`src/rtl/lmnn_pkg.sv`:
```
// Package: shared types, constants and tables of the landmark association core.
`default_nettype none
package lmnn_pkg;

  localparam int MAP_SIZE_DEF     = 256;
  localparam int CORDIC_STEPS_DEF = 16;
  localparam int ATAN_ENTRIES     = 24;
  localparam int CW_BITS          = 34;
  localparam int ANG_BITS         = 36;

  localparam logic signed [ANG_BITS-1:0] ANG_PI      = 36'sd3373259426;
  localparam logic signed [ANG_BITS-1:0] ANG_TWO_PI  = 36'sd6746518852;
  localparam logic signed [ANG_BITS-1:0] ANG_HALF_PI = 36'sd1686629713;
  localparam logic signed [CW_BITS-1:0]  CORDIC_GAIN = 34'sd652032874;
  localparam logic signed [50:0]         PROJ_RND    = 51'sd2097152;
  localparam logic [61:0]                THR2_RESET  = 62'd38654705664;

  localparam logic [31:0] ATAN_TAB [ATAN_ENTRIES] = '{
    32'h3243F6A8, 32'h1DAC6705, 32'h0FADBAFC, 32'h07F56EA6, 32'h03FEAB76, 32'h01FFD55B,
    32'h00FFFAAA, 32'h007FFF55, 32'h003FFFEA, 32'h001FFFFD, 32'h000FFFFF, 32'h0007FFFF,
    32'h0003FFFF, 32'h0001FFFF, 32'h0000FFFF, 32'h00007FFF, 32'h00003FFF, 32'h00001FFF,
    32'h00000FFF, 32'h000007FF, 32'h000003FF, 32'h000001FF, 32'h000000FF, 32'h0000007F
  };

  typedef struct packed {
    logic                      vld;
    logic signed [CW_BITS-1:0] x;
    logic signed [CW_BITS-1:0] y;
    logic signed [CW_BITS-1:0] z;
  } cordic_t;

  typedef struct packed {
    logic [7:0] idx;
    logic       added;
    logic       full;
  } scan_res_t;

  typedef enum logic [2:0] {
    T_IDLE, T_WRAP, T_CORDIC, T_ADD, T_START, T_SCAN, T_OUT
  } top_state_t;

  typedef enum logic [1:0] {
    SC_IDLE, SC_RUN, SC_DRAIN, SC_DONE
  } scan_state_t;

endpackage
`default_nettype wire

```
`src/rtl/lmnn_cordic_cell.sv`:
```
// One rotation-mode CORDIC iteration, registered, for a fixed shift.
`default_nettype none
module lmnn_cordic_cell #(
  parameter int STEP = 0
) (
  input  wire                     clk,
  input  wire                     rst_n,
  input  wire lmnn_pkg::cordic_t  cell_in,
  output lmnn_pkg::cordic_t       cell_out
);
  import lmnn_pkg::*;

  localparam logic signed [CW_BITS-1:0] ATAN_K = CW_BITS'(signed'({1'b0, ATAN_TAB[STEP]}));

  cordic_t out_r;
  logic signed [CW_BITS-1:0] sx, sy;

  assign sx = cell_in.x >>> STEP;
  assign sy = cell_in.y >>> STEP;

  always_ff @(posedge clk) begin
    if (!rst_n) begin
      out_r.vld <= 1'b0;
    end else begin
      out_r.vld <= cell_in.vld;
    end
    if (cell_in.z >= 0) begin
      out_r.x <= cell_in.x - sy;
      out_r.y <= cell_in.y + sx;
      out_r.z <= cell_in.z - ATAN_K;
    end else begin
      out_r.x <= cell_in.x + sy;
      out_r.y <= cell_in.y - sx;
      out_r.z <= cell_in.z + ATAN_K;
    end
  end

  assign cell_out = out_r;

endmodule
`default_nettype wire

```
`config.mk`:
```
export PLATFORM = sky130hd
export DESIGN_NAME = lmnn_cordic_cell
export DESIGN_NICKNAME = d
export VERILOG_FILES = /design/src/rtl/lmnn_pkg.sv /design/src/rtl/lmnn_cordic_cell.sv
export SDC_FILE = /design/constraint.sdc
export NUM_CORES = 1
export LEC_CHECK = 0
export BUFFER_PORTS_ARGS = -buffer_cell sky130_fd_sc_hd__buf_2
export CAP_MARGIN = 40
export CELL_PAD_IN_SITES_DETAIL_PLACEMENT = 0
export CELL_PAD_IN_SITES_GLOBAL_PLACEMENT = 1
export CORE_MARGIN = 3
export CORE_UTILIZATION = 40
export CTS_BUF_LIST = sky130_fd_sc_hd__clkbuf_4 sky130_fd_sc_hd__clkbuf_8
export DETAILED_ROUTE_END_ITERATION = 10
export PLACE_DENSITY = 0.77
export SYNTH_ARGS = -nofsm -noshare
export SYNTH_HDL_FRONTEND = slang
export SYNTH_SLANG_ARGS = --single-unit
```
`constraint.sdc`:
```
create_clock -name clk -period 7.35 [get_ports clk]
set_input_delay 0.735 -clock clk [delete_from_list [all_inputs] [get_ports clk]]
set_output_delay 0.735 -clock clk [all_outputs]
set_load 0.03 [all_outputs]
```
* Word-level counts from Yosys, hierarchy flattened *
Index checks and enable logic that the tools add are counted.

operators by class
  mux-type cells = 1
  add/sub/neg operators = 5
  magnitude comparators = 1

operators by type and width
  cell                                                                 number
  2-to-1 mux 102 bit                                                   1
  subtractor 34 bit                                                    2
  adder 34 x 31 -> 34 bit (second input constant)                      1
  adder 34 bit                                                         1
  greater-or-equal comparator 34 x 1 -> 1 bit (second input constant)  1
  subtractor 34 x 31 -> 34 bit (second input constant)                 1

word-level totals
  register bits = 103
  word-level logic and storage cells = 11
  output and inout bits = 103
  bits of input ports = 105

* Longest topological paths before layout *
  depth in word-level cells = 2
  mapped depth = 21
  gate-level depth less buffers = 18

* Least setup slack after synthesis *
No wires, ideal clock.

  kind = input to register
  from = input port cell_in[33] (netlist bit)
  to = register out_r, in the netlist cell_out[31]
  data required time = 7223 ps
  slack = 2233 ps
  stages = 20
  path buffers = 3
  arrival = 4991 ps
  path through = inv_1 ha_1 nor4b_1 nand4_1 nor4_1 and4_1 nand2b_1 buf_2 buf_2 buf_1 ha_1 a21o_1 or3_1 o22ai_1 a211oi_1 a21o_1 a311o_1 a21oi_1 o21ai_0 xor2_1

between the ends
  longest elaborated chain between the ends = 2

ends and longest elaborated chain
  item                                         RTL line                text
  start: declaration                           lmnn_cordic_cell.sv:8   input wire lmnn_pkg::cordic_t cell_in,
  greater-or-equal comparator 34 x 1 -> 1 bit  lmnn_cordic_cell.sv:27  if (cell_in.z >= 0) begin
  2-to-1 mux 102 bit                           lmnn_cordic_cell.sv:27
  end: declaration                             lmnn_cordic_cell.sv:15  cordic_t out_r;

Every way passes these cells.
A chain may end at the register's enable or synchronous reset.

* Worst setup path after layout *
Same ends and word-level chain as after synthesis.

==> summary.txt <==
Status
  • Outcome: finished clean

Pwr
  • Leak: 5.02 nW
  • Power, Total: 2.20 mW
  • Switching Share: 46.3%
  • Psw: 1.02 mW
  • Clk network pwr share: 17.7%
  • Comb pwr share: 49.9%
  • Internal: 1.18 mW
  • Sequential share of power: 32.4%
  • Worst vdd ir: 0.119 mV
  • Cell Pwr Density: 206 mW/mm2

Die
  • Die Y: 158 um
  • IO Pins: 208
  • Site Rows: 55
  • Die area: 0.0250 mm2
  • Core area: 0.0227 mm2
  • Initial core utilization: 40.8%
  • Die X: 158 um

Global routing
  • Number of global-route vias before repair: 8,609
  • Largest net degree at the start of global routing: 44
  • Antenna violations before repair: 0
  • First-pass GRT wire length: 45.9 mm
  • Gr usage total: 23.2%
  • GRT overflow: 0

CTS
  • CTS Hold Buffers Added: 0
  • Clk sinks: 102
  • Clock Path Buffers: 2
  • Resized cells post-CTS: 0
  • TritonCTS buffer count: 9
  • Root buffer cell: clkbuf_8
  • Setup bufs post-CTS: 0
  • Clock transition at the registers of the reported paths: 0.12 ns
  • H-tree levels: 3
  • CTS tree: yes

Setup path
  • CP arrival: 5.84 ns
  • WS Path Type: in2reg
  • Endpoint class of the critical path: flip-flop
  • Critical Path Start Type: primary input
  • Worst Path Required: 7.64 ns
  • Crit Path Max Fanout: 36

Min path
  • WHS Path Cells: 1
  • Hold Startpoint: cell_in[2]
  • WHS Endpoint: cell_out[2]
  • Hold Crit Class: in2reg

Synthesis
  • Leading area contributor after synthesis: dfxtp_1
  • Area share of the largest cell type after synthesis: 22.1%
  • Number of flops mapped to enable cells by yosys: 0
  • Synth Net Count: 1,419
  • Synth top cells by count: ha_1 (129), a21oi_1 (121), inv_1 (107)
  • Main synth FF type: dfxtp_1
  • Top-count cell post-synth: ha_1
  • Synth area leaders: dfxtp_1 (22%), ha_1 (17%), xnor2_1 (7.3%)
  • Post-Syn Area per Cell: 7.84 um2
  • Part of the Yosys area used for sequential elements: 22.1%
  • Flops & latches, synth: 102
  • Mapped Cells: 1,181
  • Post-synth ARST share: 0%
  • Synth cell types: 75
  • Synthesized cell area: 0.00926 mm2
  • Ys Warns: 0

Placed design
  • Final HPWL DP: 24.3 mm
  • IO buf count: 207
  • GPL Wtd Cong: 0.918

STA
  • RSZ-0062 raised after global routing: false
  • Sum Neg Setup Slack: 0 ns
  • Min Clock Period, post-route: 5.55 ns
  • Slew @ Worst Pin: 0.853 ns
  • Endpoints failing hold: 0
  • Peak Freq: 180 MHz
  • Slew Viols, Final: 0
  • Max-slew headroom: 43.1%
  • Setup violators final: 0
  • Final period util: 75.5%

Route
  • Vias: 9,219
  • 1st-iter DRT viols: 666
  • Met1 WL: 13.3 mm
  • Remaining antenna violation count: 0
  • Detailed Route WL: 30.0 mm
  • Wire length per cell: 18.2 um
  • Metal2 WL: 14.0 mm
  • DR WL met3: 2.13 mm
  • DRC viols: 0
  • Top Metal Used: met4
  • First drt pass iteration count: 5
  • Via/cell ratio: 5.59

Finish
  • Fin nets: 1,596
  • Area grow syn2layout: 15.4%
  • Post-layout util: 47.1%
  • FILL cells: 2,345
  • Layout cells sized above 1: 18.4%
  • Max reg flops: 102
  • Antenna cell count: 0

Run
  • Max cap viols: 0
worst max-delay path, stage by stage:
cell and delay, ns:
buf_2 0.12, inv_1 0.07, ha_1 0.13, nor4b_1 0.22
nand4_1 0.14, nor4_1 0.21, and4_1 0.23, nand2b_2 0.68
inv_2 0.54, ha_1 0.52, a2111oi_0 0.70, nand2_1 0.10
o21ai_0 0.14, a211oi_1 0.13, a21o_1 0.28, a311o_1 0.39
a21oi_1 0.20, o21ai_0 0.12, xor2_1 0.16
worst max-delay path by stage:
| stage | startpoint | end | slack (ns) | cells after the start |
|---|---|---|---|---|
| after detailed placement | cell_in[33] | cell_out[31] | 1.40 | 19 |
| after global placement | cell_in[33] | cell_out[29] | 1.58 | 19 |
| after floorplan | cell_in[33] | cell_out[31] | 2.23 | 20 |
| after CTS | cell_in[33] | cell_out[31] | 1.82 | 19 |
| final | cell_in[33] | cell_out[31] | 1.80 | 19 |
| after global routing | cell_in[33] | cell_out[31] | 1.21 | 19 |
cell usage in the layout (no fill, tap or decap), types with 5 or more instances in the layout:
cell type and n:
a2111oi_0 6, a211oi_1 18, a21o_1 23, a21oi_1 121, a221oi_1 9, a31oi_1 11, and2_1 5, and3_1 7
buf_2 207, clkbuf_8 10, dfxtp_1 102, ha_1 129, inv_1 106, inv_6 5, mux2i_1 14, nand2_1 62
nand2b_1 13, nand3_1 16, nand4_1 9, nor2_1 95, nor2b_1 17, nor3_1 29, nor4_1 12, o211ai_1 8
o21a_1 12, o21ai_0 74, o21bai_1 28, o31ai_1 13, or2_2 5, or3_1 9, or4_1 6, xnor2_1 77
xor2_1 16
power groups by stage:
stage / clock, mW / sequential (mW) / combinational, mW
3_3_place_gp: 0 / 0.723 / 1.09
2_1_floorplan: 0 / 0.987 / 0.496
6_report: 0.389 / 0.712 / 1.10
5_1_grt: 0.421 / 0.724 / 1.18
3_5_place_dp: 0 / 0.725 / 1.09
4_1_cts: 0.399 / 0.713 / 1.09
logic make-up after synthesis:
group / share of synthesized area, %
simple gates: 15.5
flops: 22.1
buf+inv: 6.66
mux: 1.51
compound gates: 27.2
fa+ha+maj: 18.3
xor+xnor: 8.80
metal layers:
layer  track usage [%]  vias up
li1                  -     4540
met1              29.8     4269
met2              40.3      372
met3              3.72       38
met4              6.02        0
met5                 0        -
layout make-up:
class / count / area [um2] / share of cell area, %
multi-input combinational: 921 / 6600 / 61.8
sequential: 102 / 2040 / 19.1
timing repair buffer: 212 / 1070 / 10.0
inverter: 112 / 420 / 3.93
tap: 285 / 357 / 3.34
clock buffer: 10 / 138 / 1.29
clock inverter: 6 / 60.1 / 0.562
metrics by stage:
step	hold WS (ns)	setup slack [ns]	std cells	area [um2]
2_1_floorplan	0.763	2.23	1181	9260
5_1_grt	0.427	1.21	1648	10700
6_report	0.450	1.80	1648	10700
4_1_cts	0.429	1.82	1648	10700
3_3_place_gp	0.856	1.58	1631	10500
3_5_place_dp	0.857	1.40	1632	10500
No activity file was read; power rests on OpenSTA's default activity.
